## src/scar_pkg.sv

```systemverilog
// Shared types and constants for the slot cache with idle-age replacement.
`default_nettype none
package scar_pkg;

  localparam int KEY_W      = 4;
  localparam int CFG_W      = 5;
  localparam int SLOT_OUT_W = 3;

  // controller to datapath
  typedef struct packed {
    logic load;       // latch key, clear scan state
    logic step;       // examine one slot
    logic reply_err;  // emit rejection result
    logic commit;     // apply update, emit result
  } scar_cmd_t;

  // datapath to controller
  typedef struct packed {
    logic key_bad;    // requested key rejected
    logic last;       // scan is on the final slot
  } scar_stat_t;

endpackage
`default_nettype wire

```

## src/scar_ctrl.sv

```systemverilog
// Controller FSM: sequences accept, rejection, slot scan and commit.
`default_nettype none
module scar_ctrl
  import scar_pkg::*;
(
  input  wire logic       clk,
  input  wire logic       rst_n,
  input  wire logic       start,
  output logic            busy,
  input  wire scar_stat_t stat,
  output scar_cmd_t       cmd
);

  typedef enum logic [1:0] {
    ST_IDLE,
    ST_ERR,
    ST_SCAN,
    ST_COMMIT
  } state_t;

  state_t state_r;
  logic   busy_r;

  assign busy = busy_r;

  always_comb begin
    cmd           = '0;
    cmd.load      = (state_r == ST_IDLE) && start;
    cmd.reply_err = (state_r == ST_ERR);
    cmd.step      = (state_r == ST_SCAN);
    cmd.commit    = (state_r == ST_COMMIT);
  end

  always_ff @(posedge clk) begin
    if (!rst_n) begin
      state_r <= ST_IDLE;
      busy_r  <= 1'b0;
    end else begin
      case (state_r)
        ST_IDLE: begin
          if (start) begin
            busy_r  <= 1'b1;
            state_r <= stat.key_bad ? ST_ERR : ST_SCAN;
          end
        end
        ST_ERR: begin
          busy_r  <= 1'b0;
          state_r <= ST_IDLE;
        end
        ST_SCAN: begin
          if (stat.last) begin
            state_r <= ST_COMMIT;
          end
        end
        ST_COMMIT: begin
          busy_r  <= 1'b0;
          state_r <= ST_IDLE;
        end
        default: begin
          busy_r  <= 1'b0;
          state_r <= ST_IDLE;
        end
      endcase
    end
  end

endmodule
`default_nettype wire

```

## src/scar_dp.sv

```systemverilog
// Datapath: slot tags, valid bits, idle ages, scan registers and result register.
`default_nettype none
module scar_dp
  import scar_pkg::*;
#(
  parameter int SLOTS    = 8,
  parameter int KEYS     = 16,
  parameter int AGE_BITS = 16
) (
  input  wire logic                  clk,
  input  wire logic                  rst_n,
  input  wire logic [KEY_W-1:0]      in_group_key,
  input  wire logic                  cfg_we,
  input  wire logic [CFG_W-1:0]      cfg_wdata,
  input  wire scar_cmd_t             cmd,
  output scar_stat_t                 stat,
  output logic                       out_valid,
  output logic [SLOT_OUT_W-1:0]      out_slot,
  output logic                       out_hit,
  output logic                       out_evicted,
  output logic                       out_error
);

  localparam int SLOT_W = $clog2(SLOTS);
  localparam logic [AGE_BITS-1:0] AGE_MAX = {AGE_BITS{1'b1}};

  logic [CFG_W-1:0]    num_groups_r;
  logic [KEY_W-1:0]    tag_r   [SLOTS];
  logic                valid_r [SLOTS];
  logic [AGE_BITS-1:0] age_r   [SLOTS];

  logic [KEY_W-1:0]    key_r;
  logic [SLOT_W-1:0]   idx_r;
  logic                hit_found_r, free_found_r;
  logic [SLOT_W-1:0]   hit_idx_r, free_idx_r, best_idx_r;
  logic [AGE_BITS-1:0] best_age_r;

  logic                out_valid_r, out_hit_r, out_evicted_r, out_error_r;
  logic [SLOT_OUT_W-1:0] out_slot_r;

  logic [AGE_BITS-1:0] cur_age;
  logic                cur_valid;
  logic [KEY_W-1:0]    cur_tag;
  logic [AGE_BITS-1:0] cur_age_inc;
  logic [SLOT_W-1:0]   chosen;
  logic [31:0]         chosen_ext;

  assign stat.key_bad = ({1'b0, in_group_key} >= num_groups_r) ||
                        (32'(in_group_key) >= 32'(KEYS));
  assign stat.last    = (idx_r == SLOT_W'(SLOTS - 1));

  assign cur_age     = age_r[idx_r];
  assign cur_valid   = valid_r[idx_r];
  assign cur_tag     = tag_r[idx_r];
  // compare ages as they will be after the miss increment
  assign cur_age_inc = (cur_age == AGE_MAX) ? cur_age : cur_age + AGE_BITS'(1);

  assign chosen     = hit_found_r ? hit_idx_r : (free_found_r ? free_idx_r : best_idx_r);
  assign chosen_ext = 32'(chosen);

  always_ff @(posedge clk) begin
    if (!rst_n) begin
      num_groups_r <= '0;
    end else if (cfg_we) begin
      num_groups_r <= cfg_wdata;
    end
  end

  // scan registers
  always_ff @(posedge clk) begin
    if (cmd.load) begin
      key_r        <= in_group_key;
      idx_r        <= '0;
      hit_found_r  <= 1'b0;
      free_found_r <= 1'b0;
      hit_idx_r    <= '0;
      free_idx_r   <= '0;
      best_idx_r   <= '0;
      best_age_r   <= '0;
    end else if (cmd.step) begin
      idx_r <= idx_r + SLOT_W'(1);
      if (cur_valid && cur_tag == key_r && !hit_found_r) begin
        hit_found_r <= 1'b1;
        hit_idx_r   <= idx_r;
      end
      if (!cur_valid && !free_found_r) begin
        free_found_r <= 1'b1;
        free_idx_r   <= idx_r;
      end
      if (idx_r == '0 || cur_age_inc > best_age_r) begin
        best_age_r <= cur_age_inc;
        best_idx_r <= idx_r;
      end
    end
  end

  always_ff @(posedge clk) begin
    if (cmd.commit && !hit_found_r) begin
      tag_r[chosen] <= key_r;
    end
  end

  always_ff @(posedge clk) begin
    if (!rst_n) begin
      for (int i = 0; i < SLOTS; i++) begin
        valid_r[i] <= 1'b0;
        age_r[i]   <= '0;
      end
    end else if (cmd.commit) begin
      for (int i = 0; i < SLOTS; i++) begin
        if (SLOT_W'(i) == chosen) begin
          age_r[i]   <= '0;
          valid_r[i] <= 1'b1;
        end else if (!hit_found_r && valid_r[i] && age_r[i] != AGE_MAX) begin
          age_r[i] <= age_r[i] + AGE_BITS'(1);
        end
      end
    end
  end

  always_ff @(posedge clk) begin
    if (!rst_n) begin
      out_valid_r <= 1'b0;
    end else begin
      out_valid_r <= cmd.commit || cmd.reply_err;
    end
  end

  always_ff @(posedge clk) begin
    if (cmd.reply_err) begin
      out_slot_r    <= '0;
      out_hit_r     <= 1'b0;
      out_evicted_r <= 1'b0;
      out_error_r   <= 1'b1;
    end else if (cmd.commit) begin
      out_slot_r    <= chosen_ext[SLOT_OUT_W-1:0];
      out_hit_r     <= hit_found_r;
      out_evicted_r <= !hit_found_r && !free_found_r;
      out_error_r   <= 1'b0;
    end
  end

  assign out_valid   = out_valid_r;
  assign out_slot    = out_slot_r;
  assign out_hit     = out_hit_r;
  assign out_evicted = out_evicted_r;
  assign out_error   = out_error_r;

endmodule
`default_nettype wire

```

## src/slot_cache_idle_age_replacement.sv

```systemverilog
// Top level: slot cache with idle-age replacement.
// A rejected key goes from the error state to the result register; any other key goes
// through the slot scan, one slot per cycle, then the commit state and the result register.
// Requests are served one at a time; busy is high while a request is served.
// Results show for one cycle on out_valid; the receiver cannot stall.
// Synchronous active-low reset empties all slots, clears ages and the group count.
`default_nettype none
module slot_cache_idle_age_replacement
  import scar_pkg::*;
#(
  parameter int SLOTS    = 8,
  parameter int KEYS     = 16,
  parameter int AGE_BITS = 16
) (
  input  wire logic                  clk,
  input  wire logic                  rst_n,
  input  wire logic                  start,
  output logic                       busy,
  input  wire logic [KEY_W-1:0]      in_group_key,
  input  wire logic                  cfg_we,
  input  wire logic [CFG_W-1:0]      cfg_wdata,
  output logic                       out_valid,
  output logic [SLOT_OUT_W-1:0]      out_slot,
  output logic                       out_hit,
  output logic                       out_evicted,
  output logic                       out_error
);

  scar_cmd_t  cmd;
  scar_stat_t stat;

  scar_ctrl u_ctrl (
    .clk   (clk),
    .rst_n (rst_n),
    .start (start),
    .busy  (busy),
    .stat  (stat),
    .cmd   (cmd)
  );

  scar_dp #(
    .SLOTS    (SLOTS),
    .KEYS     (KEYS),
    .AGE_BITS (AGE_BITS)
  ) u_dp (
    .clk          (clk),
    .rst_n        (rst_n),
    .in_group_key (in_group_key),
    .cfg_we       (cfg_we),
    .cfg_wdata    (cfg_wdata),
    .cmd          (cmd),
    .stat         (stat),
    .out_valid    (out_valid),
    .out_slot     (out_slot),
    .out_hit      (out_hit),
    .out_evicted  (out_evicted),
    .out_error    (out_error)
  );

endmodule
`default_nettype wire

```

## config.mk

```make
export PLATFORM = sky130hd
export DESIGN_NAME = slot_cache_idle_age_replacement
export DESIGN_NICKNAME = d
export VERILOG_FILES = /design/src/scar_pkg.sv /design/src/scar_ctrl.sv /design/src/scar_dp.sv /design/src/slot_cache_idle_age_replacement.sv
export SDC_FILE = /design/constraint.sdc
export NUM_CORES = 1
export LEC_CHECK = 0
export BUFFER_PORTS_ARGS = -buffer_cell sky130_fd_sc_hd__buf_2
export CAP_MARGIN = 10
export CORE_AREA = 2 2 159 161
export CTS_CLUSTER_DIAMETER = 150
export DETAILED_ROUTE_END_ITERATION = 16
export DIE_AREA = 0 0 161 163
export PLACE_DENSITY_LB_ADDON = 0.25
export SLEW_MARGIN = 10
export SYNTH_ARGS = -nofsm -noshare
export SYNTH_HDL_FRONTEND = slang
export SYNTH_SLANG_ARGS = --single-unit
```

## constraint.sdc

```tcl
create_clock -name clk -period 5.3 [get_ports clk]
set_clock_uncertainty 0.05 [all_clocks]
set_input_delay 0.53 -clock clk [delete_from_list [all_inputs] [get_ports clk]]
set_output_delay 0.53 -clock clk [all_outputs]
set_load 0.05 [all_outputs]
```

; Yosys cells after proc, flatten, opt, wreduce, memory -nomap -nowiden
; Memories as Yosys holds them, arrays and structs flattened. A register that Yosys moved wholly into a read port is not among the register bits.
; Cells that the tools add are included.
[totals]
regBits = 49
input_bits = 13
elab_cells = 229
output_inout_bits = 8
ramBits = 168
memories = 3
[classes]
n_reduce_logical = 37
mux = 114
eq_ne = 23
bitwise_logic = 24
n_lt_le_gt_ge = 2
add_sub_neg = 10
[mem_list]
columns = name, words, word_bits, rd, rd_ports_with_merged_regs, wr, line_no
row1 = u_dp.age_r, 8, 16, 9, 1, 8, scar_dp.sv:30  ; logic [AGE_BITS-1:0] age_r [SLOTS];
row2 = u_dp.tag_r, 8, 4, 1, 1, 1, scar_dp.sv:28  ; logic [KEY_W-1:0] tag_r [SLOTS];
row3 = u_dp.valid_r, 8, 1, 9, 1, 8, scar_dp.sv:29  ; logic valid_r [SLOTS];
[op_table]
columns = cell, count
row1 = two-way mux 16 bit, 17
row2 = adder 16 x 1 -> 16 bit (second input constant), 9
row3 = != test 16 bit (second input constant), 8
row4 = two-way mux 1 bit, 84
row5 = two-way mux 3 bit, 8
row6 = OR 1 bit, 24
row7 = logical AND 1 bit, 22
row8 = equality test 16 bit (second input constant), 1
row9 = > comparator 16 bit, 1
row10 = equality test 3 bit (first input constant), 4
row11 = AND reduction 2 bit, 5
row12 = equality test 2 x 3 -> 1 bit (first input constant), 2
row13 = zero test 3 bit, 2
row14 = two-way mux 2 bit, 3
row15 = one-hot mux 2 bit (3 select lines), 1
row16 = greater-or-equal comparator 4 x 5 -> 1 bit, 1
row17 = equality test 2 bit (second input constant), 2
row18 = equality test 4 bit, 1
row19 = adder 3 x 1 -> 3 bit (second input constant), 1
row20 = equality test 1 x 3 -> 1 bit (first input constant), 1
row21 = equality test 3 bit (second input constant), 1
row22 = zero test 1 bit, 3
row23 = equality test 2 x 1 -> 1 bit (second input constant), 1
row24 = zero test 2 bit, 1
row25 = 6 further kinds, 7

; Depth between registers and ports, before layout
; Gate-level depths: netlist (run 1).
[logic_depth]
depth_word = 9
depth_mapped = 21
depth_no_buf = 16

; Cells and area by module
; Synthesis (run 1) repeated with hierarchy kept, for this count alone.
[unflattened]
cells_unflattened = 1102
hier_area_um2 = 12248.0
[modules_own_cells]
columns = module, cells_each, seq_area_each_um2, area_per_inst_um2, n_inst
row1 = scar_dp, 1085, 6015.8, 12092.8, 1
row2 = scar_ctrl, 17, 60.1, 155.1, 1

; Least setup slack after synthesis (run 1)
; OpenSTA, ideal clock, no wires.
[synth_timing]
path_kind = register to register
start = reg (tool-made name)
end = reg u_dp.best_age_r[13]
arrival_ns = 4.467
synth_period_minus_slack_ns = 4.647
setup_slack_ns = 0.653
setup_time_ns = 0.130
path_buffers = 5
required_time_ns = 5.120
stages_incl_launch_ff = 22
cell_sequence = dfxtp_1 > buf_6 > buf_12 > buf_6 > mux4_2 > mux2_2 > ha_1 > inv_1 > nor4_4 > nand4_4 > and3_1 > or2_1 > ha_1 > a21oi_1 > o21ai_0 > a2111oi_0 > or3b_2 > and2_1 > clkbuf_1 > clkbuf_1 > o21ai_0 > a31oi_1
[synth_rtl]
columns = element, line_no
row1 = end signal: assignment, scar_dp.sv:91  ; best_age_r <= cur_age_inc;
row2 = end: declaration, scar_dp.sv:36  ; logic [AGE_BITS-1:0] best_age_r;

==> results.md, run 1 <==
- Library cell with the largest summed area after synthesis: sky130_fd_sc_hd__edfxtp_1
- Post-Syn Instances: 1085
- Outcome: complete, no violations
- I/O pin count: 21
- Final layout net count: 1160
- Worst-path cell chain: mux4_2 > mux2_2 > ha_1 > inv_1 > nor4_4 > nand4_4 > and3_1 > or2_1 > ha_1 > a21oi_1 > o21ai_0 > a2111oi_0 > or3b_2 > nand2_1 > nor3b_2 > o21a_1
- Share of the synthesized area in the top cell type: 41.4%
- Count of final hold-check violations: 0
- Sequential element share of the synthesized area: 50.1%
- Clock tree from TritonCTS: yes
- Detailed-route DRC error count: 0
- Core region area: 24700 um^2
- Total track usage: 21.1%
- Class of the tightest hold or removal check: in -> reg
- Number of buffer cells added on primary ports: 20
- Initial standard-cell utilization of the core: 49.1%
- Worst-path cell with the longest stage delay: sky130_fd_sc_hd__nor4_4
- Number of cells on the worst hold path: 1
- Static leakage: 4.64 nW
- Vias per Instance: 5.65
- Top fanout value on the critical path: 13
- Clock transition at the registers of the reported paths: 0.06 ns
- Latest clock arrival within the worst-skew pair: 0.54 ns
- Worst slew margin relative to its limit: 39.7%
- Final worst path period need: 5.00 ns
- Clk buf depth: 3
- Warnings from Yosys: 0
- Initial DRT Pass Iterations: 5
- RSZ-0062 raised after global routing: false
- Primary FF master, synth: sky130_fd_sc_hd__edfxtp_1
- Clock buffer count from CTS: 25
- Terminating pin of the worst hold path: u_dp.key_r[0]
- Kind of start point of the critical path: flip-flop
- Endpoint kind of the worst setup timing path: flip-flop
- Maximum vdd ir drop: 0.315 mV
- Filler-free cell count of the finished design: 1464
- Area growth, synth to finish: 10.7%
- Stages on the worst setup path: 16
- Number of max-capacitance violations reported: 0
- Violation count after the first detailed-routing iteration: 799
- Area of the die: 26200 um^2
- Antenna violations before repair: 0
- Top cells by area in the synthesized netlist: sky130_fd_sc_hd__edfxtp_1 41%, sky130_fd_sc_hd__dfxtp_1 8.8%, sky130_fd_sc_hd__mux4_2 6.9%
- Detail Route Antenna Nets: 0
- Async set-reset flop share out of synthesis: 0%
- Worst R2R Setup Slack: 0.30 ns
- Worst hold margin: 0.134 ns
- Total nets after synthesis: 1130
- Number of flops mapped to enable cells by yosys: 167
- Die X: 161 um
- Power Density: 331 nW/um^2
- Root buf cell: sky130_fd_sc_hd__clkbuf_16
- Flip-flop and latch count after synthesis: 220
- Achievable Freq: 200 MHz
- Synthesized area: 12100 um^2
- Routability-driven placement congestion ratio: 0.886
- Average detailed-routed wire length per instance: 18.5 um
- Slew Viols, Final: 0
- Row count: 58
- Via count of the first global-routing pass: 8083
- Depth of the worst register-to-register path: 16
- Number of vias after detailed routing: 8266
- Ratio of cells with drive above 1 in the final layout: 13.2%
- Share of the cycle needed by the critical path after routing: 94.4%
- Total buffers and inverters traversed by the critical path: 1
- Yosys cell types: 62
- Sinks on the clock net: 220
- Largest net degree at the start of global routing: 28
- Delay contributed by the slowest stage of the critical path: 0.61 ns
- Vertical extent of the die: 163 um
- Worst endpoint data arrival time: 5.38 ns
- Setup Total Neg Slack: 0 ns
- Critical path required time: 5.68 ns
- Inst Count DP: 1418
- Setup-failing EPs final: 0
- Largest delay contributor family on the critical path: simple AND/OR/NAND/NOR gates
- Avg Cell Area, Syn: 11.2 um^2
- Worst-margin pin slew: 0.904 ns
- Ant diodes: 0
- Wire length of the first global-routing pass: 43800 um
- Setup CP Type: reg -> reg
- Global-route congestion overflow total: 0
- Most used cells in the layout excluding fill and tap cells: 182 x sky130_fd_sc_hd__nor2_1, 167 x sky130_fd_sc_hd__edfxtp_1, 78 x sky130_fd_sc_hd__xor2_1
- Most used cell, CP: sky130_fd_sc_hd__ha_1
- Most common library cell in the layout ignoring fill and taps: sky130_fd_sc_hd__nor2_1
- Critical hold path startpoint: in_group_key[0]
- Critical R2R Capture: u_dp.best_age_r[11]
- Final HPWL DP: 20000 um
- Total Routed Length: 27000 um
- Number of H-tree levels: 1
[cell usage after synthesis (3+ instances only)]
library cell and instances:
sky130_fd_sc_hd__nor2_1 182, sky130_fd_sc_hd__o22ai_1 5, sky130_fd_sc_hd__o21ai_0 22, sky130_fd_sc_hd__nor2b_1 11, sky130_fd_sc_hd__xnor2_1 40, sky130_fd_sc_hd__and2_1 14, sky130_fd_sc_hd__mux4_1 5, sky130_fd_sc_hd__a31oi_1 3
sky130_fd_sc_hd__mux2i_1 25, sky130_fd_sc_hd__xor2_1 78, sky130_fd_sc_hd__inv_1 46, sky130_fd_sc_hd__mux2_2 11, sky130_fd_sc_hd__or2_2 3, sky130_fd_sc_hd__edfxtp_1 167, sky130_fd_sc_hd__nand4_1 20, sky130_fd_sc_hd__clkbuf_1 21
sky130_fd_sc_hd__and4_1 9, sky130_fd_sc_hd__and3_1 30, sky130_fd_sc_hd__nand2_1 74, sky130_fd_sc_hd__nand3_1 76, sky130_fd_sc_hd__buf_2 6, sky130_fd_sc_hd__or3_1 3, sky130_fd_sc_hd__mux2i_2 3, sky130_fd_sc_hd__buf_6 4
sky130_fd_sc_hd__or2_1 3, sky130_fd_sc_hd__nand2b_1 5, sky130_fd_sc_hd__mux4_2 37, sky130_fd_sc_hd__a21o_1 6, sky130_fd_sc_hd__dfxtp_1 53, sky130_fd_sc_hd__o211ai_1 6, sky130_fd_sc_hd__ha_1 32, sky130_fd_sc_hd__a21oi_1 34
sky130_fd_sc_hd__o21a_1 3, sky130_fd_sc_hd__nor3_1 10
[logic make-up (layout without fill, tap and decap cells)]
| family | Yosys count | count (layout) | synth area share [%] |
|---|---|---|---|
| compound gates | 97 | 97 | 5.10 |
| xor+xnor | 118 | 118 | 8.53 |
| fa+ha+maj | 32 | 32 | 3.30 |
| buf+inv | 82 | 131 | 3.18 |
| flops | 220 | 220 | 50.1 |
| mux | 83 | 83 | 11.6 |
| simple gates | 453 | 453 | 18.1 |
[metrics by stage]
step,worst slack (ns),util (%),instance area (um^2),power (W)
final,0.296,54.4,13400,0.00444
after global routing,0.0214,54.4,13400,0.00463
after CTS,0.189,54.4,13400,0.00448
after detailed placement,0.206,51.0,12600,0.00277
after global placement,0.297,51.0,12600,0.00276
after floorplan,0.653,-,12100,0.00258
[final cells by class]
type	instances	area (um^2)
Clock buffer	42	795
Timing Repair Buffer	39	268
Inverter	46	173
Multi-Input combinational cell	783	5660
Fill cell	2144	11300
Tap cell	330	413
Sequential cell	220	6080
Clock inverter	4	35.0
[metal layers]
metal  global-route usage, %  part of all wire (%)  wire (um)  vias up
li1                        -                     -          -     3983
met1                    31.2                    47      12600     4028
met2                    33.1                    45      12300      216
met3                    2.65                   5.5       1490       39
met4                    5.48                   2.3        631        0
met5                       0                     0          0        -
[worst max-delay path by stage]
stage | from | endpoint
global placement | flip-flop | u_dp.best_age_r[1]
global route | flip-flop | u_dp.best_age_r[9]
detailed placement | flip-flop | u_dp.best_age_r[1]
finish | flip-flop | u_dp.best_age_r[11]
floorplan | flip-flop | u_dp.best_age_r[13]
CTS | flip-flop | u_dp.best_age_r[2]
[flip-flops by register name, summed over array words and instances, names as in the netlist, 2 cells and up, named ones only]
signal,flops
u_ctrl.state_r,2
u_dp.age_r,128
u_dp.best_age_r,16
u_dp.best_idx_r,3
u_dp.free_idx_r,3
u_dp.hit_idx_r,3
u_dp.idx_r,3
u_dp.key_r,4
u_dp.num_groups_r,5
u_dp.out_slot,3
u_dp.tag_r,32
u_dp.valid_r,8
[power by group]
group | internal [W] | leakage (nW) | switching, W | total, W
registers | 0.00194 | 2.11 | 0.0000990 | 0.00204
logic | 0.000315 | 2.11 | 0.000383 | 0.000698
clock network | 0.00102 | 0.412 | 0.000688 | 0.00171
[timing repair]
| item | 4_1_cts | 5_1_grt |
|---|---|---|
| gates resized for setup | 0 | 1 |
| hold buffers | 0 | 0 |
| setup buffers | 0 | 0 |
| setup endpoints to repair | 0 | 19 |
(Power assumes the default switching activity.)
==> run 2: changes to the inputs <==
--- a/config.mk
+++ b/config.mk
@@ -5,12 +5,13 @@
 export SDC_FILE = /design/constraint.sdc
 export NUM_CORES = 1
 export LEC_CHECK = 0
+export ABC_AREA = 1
 export BUFFER_PORTS_ARGS = -buffer_cell sky130_fd_sc_hd__buf_2
 export CAP_MARGIN = 10
-export CORE_AREA = 2 2 159 161
+export CORE_AREA = 8 8 172 174
 export CTS_CLUSTER_DIAMETER = 150
 export DETAILED_ROUTE_END_ITERATION = 16
-export DIE_AREA = 0 0 161 163
+export DIE_AREA = 0 0 180 182
 export PLACE_DENSITY_LB_ADDON = 0.25
 export SLEW_MARGIN = 10
 export SYNTH_ARGS = -nofsm -noshare
==> run 2 against run 1 <==
Against the previous run:
- routed wire length grew 24%
- largest power group is now combinational logic
- clock power grew 2%
- largest cell class unchanged
- global-route usage is 0.85 points lower
==> results.md, run 2 <==
- Outcome: complete, no violations
- I/O pin count: 21
- Worst endpoint data arrival time: 4.83 ns
- Share of the cycle needed by the critical path after routing: 83.8%
- Setup Total Neg Slack: 0 ns
- Core region area: 26700 um^2
- Worst R2R Setup Slack: 0.86 ns
- Worst hold margin: 0.129 ns
- Ratio of cells with drive above 1 in the final layout: 6.95%
- Vertical extent of the die: 182 um
- Share of total power in sequential cells: 35.1%
- Maximum vdd ir drop: 0.333 mV
- Final worst path period need: 4.44 ns
- Routability-driven placement congestion ratio: 0.988
- Class of the tightest hold or removal check: in -> reg
- Library cell with the largest summed area after synthesis: sky130_fd_sc_hd__edfxtp_1
- Antenna violations before repair: 0
- Most frequent cells after synthesis: 443 x sky130_fd_sc_hd__nand2_1, 231 x sky130_fd_sc_hd__inv_1, 202 x sky130_fd_sc_hd__nor2_1
- Synthesized area: 13200 um^2
- Hold buffer count at cts: 0
- Most frequent cell after synthesis: sky130_fd_sc_hd__nand2_1
- Yosys cell types: 47
- Critical hold path startpoint: in_group_key[0]
- Final HPWL DP: 24800 um
- Wire length of the first global-routing pass: 55100 um
- Most common library cell in the layout ignoring fill and taps: sky130_fd_sc_hd__nand2_1
- Final design area excluding fillers: 14300 um^2
- Pint: 0.00362 W
- Vias per Instance: 5.47
- Number of vias after detailed routing: 11400
- Worst slew margin relative to its limit: 45.4%
- Most used cell, CP: sky130_fd_sc_hd__nand2_1
- Number of cells on the worst hold path: 1
- Number of flip-flops in the largest register: 128
- Depth of the worst register-to-register path: 23
- Number of H-tree levels: 1
- RSZ-0062 raised after global routing: false
- Global-route congestion overflow total: 0
- Total Routed Length: 33400 um
- Die X: 180 um
- Comb power frac: 35.5%
- Average detailed-routed wire length per instance: 16.0 um
- M1 GR Usage: 26.9%
- Worst-path cell chain: buf_4 > inv_1 > buf_4 > nand2_1 > nand2_2 > ha_1 > nand3_4 > nor2_4 > nand3_4 > o21ai_1 > ha_1 > a21oi_1 > nor2_1 > nor3_1 > nand2_1 > nand2_1 > nand2_1 > nand2_1 > nand2_1 > nand2_1 > clkinv_1 > o21ai_0 > nor2_1
- Number of flops mapped to enable cells by yosys: 167
- Detailed-route DRC error count: 0
- Detail Route Antenna Nets: 0
- Number of buffer cells added on primary ports: 20
- Delay contributed by the slowest stage of the critical path: 0.46 ns
- Sequential element share of the synthesized area: 45.9%
- Clock buffer count from CTS: 26
- Setup repair bufs after CTS: 0
- Warnings from Yosys: 0
- Area of the die: 32800 um^2
- Share of the synthesized area in the top cell type: 37.9%
- Post-Syn Instances: 1716
- Static leakage: 6.04 nW
- Kind of start point of the critical path: flip-flop
- Inst Count DP: 2035
- Setup-failing EPs final: 0
- Total track usage: 20.3%
- Worst-path cell with the longest stage delay: sky130_fd_sc_hd__clkinv_1
- Ant diodes: 0
- Met3 Usage GRT: 3.15%
- Critical path required time: 5.69 ns
- Critical R2R Capture: u_dp.best_age_r[4]
- Largest net degree at the start of global routing: 89
- Terminating pin of the worst hold path: u_dp.key_r[0]
- Clk buf depth: 3
- Violation count after the first detailed-routing iteration: 1239
- Initial DRT Pass Iterations: 6
- Initial standard-cell utilization of the core: 49.7%
- Clock transition at the registers of the reported paths: 0.06 ns
- Filler-free cell count of the finished design: 2083
- Setup CP Type: reg -> reg
- Sinks on the clock net: 220
- Clock tree from TritonCTS: yes
- Global-route layer with the greatest usage: met2
- Final layout net count: 1767
- Worst-margin pin slew: 0.816 ns
- Row count: 60
- Post-CTS sizing: 0
- Net switching power: 0.00232 W
- Relative contribution of the clock network to total power: 29.4%
- Slew Viols, Final: 0
- Total nets after synthesis: 1761
- Power Density: 415 nW/um^2
- Top fanout value on the critical path: 32
- Via count of the first global-routing pass: 11000
- Top cells by area in the synthesized netlist: sky130_fd_sc_hd__edfxtp_1 38%, sky130_fd_sc_hd__nand2_1 13%, sky130_fd_sc_hd__dfxtp_1 8.0%
- Sw Ratio: 39.1%
- Registers with the highest flip-flop counts: u_dp.age_r (128), u_dp.tag_r (32), u_dp.best_age_r (16)
- Met2 global-route usage: 33.3%
- Primary FF master, synth: sky130_fd_sc_hd__edfxtp_1
- Avg Cell Area, Syn: 7.72 um^2
- Root buf cell: sky130_fd_sc_hd__clkbuf_16
- Number of max-capacitance violations reported: 0
- Endpoint kind of the worst setup timing path: flip-flop
- Latest clock arrival within the worst-skew pair: 0.54 ns
- Most flop-heavy register: u_dp.age_r
- Most used cells in the layout excluding fill and tap cells: 443 x sky130_fd_sc_hd__nand2_1, 231 x sky130_fd_sc_hd__inv_1, 202 x sky130_fd_sc_hd__nor2_1
- Achievable Freq: 225 MHz
- Count of final hold-check violations: 0
- Area growth, synth to finish: 8.37%
- Async set-reset flop share out of synthesis: 0%
- Flip-flop and latch count after synthesis: 220
- Placed Instance Area: 13500 um^2
-- run 2: power by group through the flow --
stage               Clock [W]  Sequential (W)  Combinational, W
CTS                   0.00179         0.00209           0.00208
detailed placement          0         0.00212           0.00207
global route          0.00185         0.00211           0.00236
floorplan                   0         0.00212           0.00158
global placement            0         0.00212           0.00205
finish                0.00175         0.00209           0.00211
-- run 2: metal layers --
metal | routed length, um | vias to the layer above | share of wire [%]
met5 | 0 | - | 0
met4 | 1030 | 0 | 3.1
met3 | 2240 | 80 | 6.7
met2 | 15000 | 369 | 45
met1 | 15200 | 5257 | 45
li1 | - | 5686 | -
-- run 2: final cells by class --
class                      instances  area [um^2]
clock buffer                      28          658
clock inverter                    20          188
fill                            2488        12300
inverter                         237          892
multi-input combinational       1207         5920
sequential                       220         6080
tap                              341          427
timing repair buffer              30          188
-- run 2: kinds of logic (layout without fill, tap and decap cells) --
kind of cell / Yosys count / after routing / share of synthesized area [%]
xor+xnor: 35 / 35 / 2.32
compound gates: 180 / 180 / 7.58
simple gates: 960 / 960 / 31.8
buf+inv: 289 / 315 / 9.40
fa+ha+maj: 32 / 32 / 3.02
flops: 220 / 220 / 45.9
-- run 2: worst max path at each step --
stage,cells past startpoint,to,startpoint,slack (ns)
floorplan,26,u_dp.best_age_r[0],flip-flop,1.91
global placement,21,u_dp.best_age_r[5],flip-flop,1.03
detailed placement,23,u_dp.best_age_r[4],flip-flop,0.96
CTS,23,u_dp.best_age_r[2],flip-flop,0.93
global route,23,u_dp.best_age_r[2],flip-flop,0.44
finish,23,u_dp.best_age_r[4],flip-flop,0.86
-- run 2: stage by stage --
stage          util (%)  setup slack (ns)  power (W)
2_1_floorplan         -              1.91    0.00370
3_3_place_gp       50.7              1.03    0.00417
3_5_place_dp       50.7             0.957    0.00419
4_1_cts            53.8             0.930    0.00596
5_1_grt            53.8             0.437    0.00632
6_report           53.8             0.861    0.00595
-- run 2: worst max-delay path: cells and delay by family (launching register included) --
kind / cells / cell delay (ns)
buf+inv: 4 / 1.36
simple gates: 14 / 1.33
compound gates: 3 / 0.70
fa+ha+maj: 2 / 0.56
flops: 1 / 0.30
==> run 3: changes to the inputs <==
==> constraint.sdc (replaced) <==
create_clock -name clk -period 4 [get_ports clk]
set_clock_uncertainty 0.05 [all_clocks]
set_input_delay 0.4 -clock clk [delete_from_list [all_inputs] [get_ports clk]]
set_output_delay 0.4 -clock clk [all_outputs]
set_load 0.05 [all_outputs]
==> run 3 against run 2 <==
Against the previous run:
- critical path type unchanged
- sequential power up 33%
- sequential share of layout area decreased by 0.84 points
- setup slack worse by 0.59 ns
- core utilization up 1.1 points
- clock-buffer cell count rose by 8
- die area did not move
- total power grew 34%
==> results.md, run 3 (synthesis gave the netlist of run 2 again) <==
- Critical hold path startpoint: cfg_wdata[0]
- Area growth, synth to finish: 10.6%
- Sinks on the clock net: 220
- Antenna violations before repair: 0
- Routability-driven placement congestion ratio: 0.970
- Initial DRT Pass Iterations: 6
- Number of H-tree levels: 1
- Critical path required time: 4.38 ns
- Kind of start point of the critical path: flip-flop
- Area of the die: 32800 um^2
- Post-layout worst setup margin: 0.272 ns
- Worst endpoint data arrival time: 4.11 ns
- Worst R2R Setup Slack: 0.27 ns
- Top fanout value on the critical path: 88
- Worst setup slack before clock tree synthesis: 0.204 ns
- Largest net degree at the start of global routing: 89
- Maximum vdd ir drop: 0.408 mV
- Final layout net count: 1795
- Endpoint kind of the worst setup timing path: flip-flop
- Number of vias after detailed routing: 11500
- Most flop-heavy register: u_dp.age_r
- Setup CP Type: reg -> reg
- Placed Instance Area: 13700 um^2
- Wire length of the first global-routing pass: 54700 um
- Total Routed Length: 34300 um
- Average detailed-routed wire length per instance: 16.3 um
- Slew Viols, Final: 0
- Depth of the worst register-to-register path: 23
- Violation count after the first detailed-routing iteration: 1059
- Number of max-capacitance violations reported: 0
- Total track usage: 20.4%
- Core region area: 26700 um^2
- Tot Pwr: 0.00795 W
- Via count of the first global-routing pass: 10700
- Critical R2R Capture: u_dp.best_age_r[4]
- Initial standard-cell utilization of the core: 49.7%
- Clock tree from TritonCTS: yes
- Number of buffer cells added on primary ports: 20
- Root buf cell: sky130_fd_sc_hd__clkbuf_16
- Outcome: complete, no violations
- Worst-margin pin slew: 0.867 ns
- Detail Route Antenna Nets: 0
- Power Density: 543 nW/um^2
- Filler-free cell count of the finished design: 2110
- Detailed-route DRC error count: 0
- I/O pin count: 21
- Die X: 180 um
- Clock buffer count from CTS: 25
- Registers with the highest flip-flop counts: u_dp.age_r (128), u_dp.tag_r (32), u_dp.best_age_r (16)
- Global-route congestion overflow total: 0
- Row count: 60
- Final design area excluding fillers: 14600 um^2
- Class of the tightest hold or removal check: in -> reg
- Worst slew margin relative to its limit: 42.1%
- Most common library cell in the layout ignoring fill and taps: sky130_fd_sc_hd__nand2_1
- Final HPWL DP: 25400 um
- Share of the cycle needed by the critical path after routing: 93.2%
- Setup Total Neg Slack: 0 ns
- Clk buf depth: 3
- Final worst path period need: 3.73 ns
- Vertical extent of the die: 182 um
- Terminating pin of the worst hold path: u_dp.num_groups_r[0]
- Inst Count DP: 2056
- Most used cells in the layout excluding fill and tap cells: 443 x sky130_fd_sc_hd__nand2_1, 231 x sky130_fd_sc_hd__inv_1, 200 x sky130_fd_sc_hd__nor2_1
- Number of cells on the worst hold path: 3
- Setup-failing EPs final: 0
- Ant diodes: 0
- Clock transition at the registers of the reported paths: 0.06 ns
- Static leakage: 6.19 nW
- Number of flip-flops in the largest register: 128
- Ratio of cells with drive above 1 in the final layout: 8.20%
- Vias per Instance: 5.45
- Latest clock arrival within the worst-skew pair: 0.55 ns
- Achievable Freq: 268 MHz
- Count of final hold-check violations: 0
run 3: layout make-up:
type / instances / area, um^2
multi-input combinational: 1209 / 5980
tap: 341 / 427
timing repair buffer: 57 / 449
inverter: 237 / 895
clock inverter: 10 / 93.8
clock buffer: 36 / 721
fill: 2453 / 12000
sequential: 220 / 6080
run 3: what timing repair did:
action                     CTS  global route
buffers inserted             0             2
setup endpoints to repair    0            19
hold endpoints to repair     4             0
hold buffers                 4             0
gates resized for setup      0            11
run 3: worst max path at each step:
stage                                     end  slack [ns]
after CTS                  u_dp.best_age_r[4]        0.18
after global routing      u_dp.best_age_r[15]       -0.07
after detailed placement   u_dp.best_age_r[4]        0.20
final                      u_dp.best_age_r[4]        0.27
after global placement     u_dp.best_age_r[4]        0.26
after floorplan            u_dp.best_age_r[0]        0.61
run 3: layer usage:
| layer | vias to the layer above | track usage [%] | routed length, um |
|---|---|---|---|
| met5 | - | 0 | 0 |
| met4 | 0 | 7.30 | 1140 |
| met3 | 79 | 3.15 | 1940 |
| met2 | 306 | 33.3 | 15400 |
| met1 | 5374 | 27.2 | 15900 |
| li1 | 5730 | - | - |
run 3: where the power goes:
group | switching, W | internal [W]
Combinational | 0.00198 | 0.000917
Sequential | 0.000132 | 0.00264
Clock | 0.000954 | 0.00132
run 3: metrics by stage:
stage | hold WS (ns) | utilization [%]
floorplan | 0.374 | -
global placement | 0.388 | 51.4
detailed placement | 0.391 | 51.4
CTS | 0.0286 | 54.6
global route | 0.0789 | 54.9
finish | 0.0736 | 54.9
run 3: critical path, cell delays in order, from the launching register on:
cell and delay [ns]:
sky130_fd_sc_hd__dfxtp_2 0.40, sky130_fd_sc_hd__buf_16 0.32, sky130_fd_sc_hd__nand2_1 0.10, sky130_fd_sc_hd__nand3_1 0.16, sky130_fd_sc_hd__nand2_1 0.09, sky130_fd_sc_hd__nand2_1 0.06
sky130_fd_sc_hd__nand2_1 0.11, sky130_fd_sc_hd__ha_4 0.20, sky130_fd_sc_hd__nand3_4 0.11, sky130_fd_sc_hd__inv_1 0.06, sky130_fd_sc_hd__nand2_1 0.11, sky130_fd_sc_hd__xor2_1 0.25
sky130_fd_sc_hd__nand2_1 0.09, sky130_fd_sc_hd__ha_1 0.27, sky130_fd_sc_hd__nand2_1 0.07, sky130_fd_sc_hd__nor4_2 0.33, sky130_fd_sc_hd__nand3_1 0.12, sky130_fd_sc_hd__nand2_1 0.10
sky130_fd_sc_hd__nand2_1 0.05, sky130_fd_sc_hd__nand2_1 0.09, sky130_fd_sc_hd__inv_2 0.07, sky130_fd_sc_hd__buf_12 0.15, sky130_fd_sc_hd__o21ai_0 0.16, sky130_fd_sc_hd__nor2_1 0.05
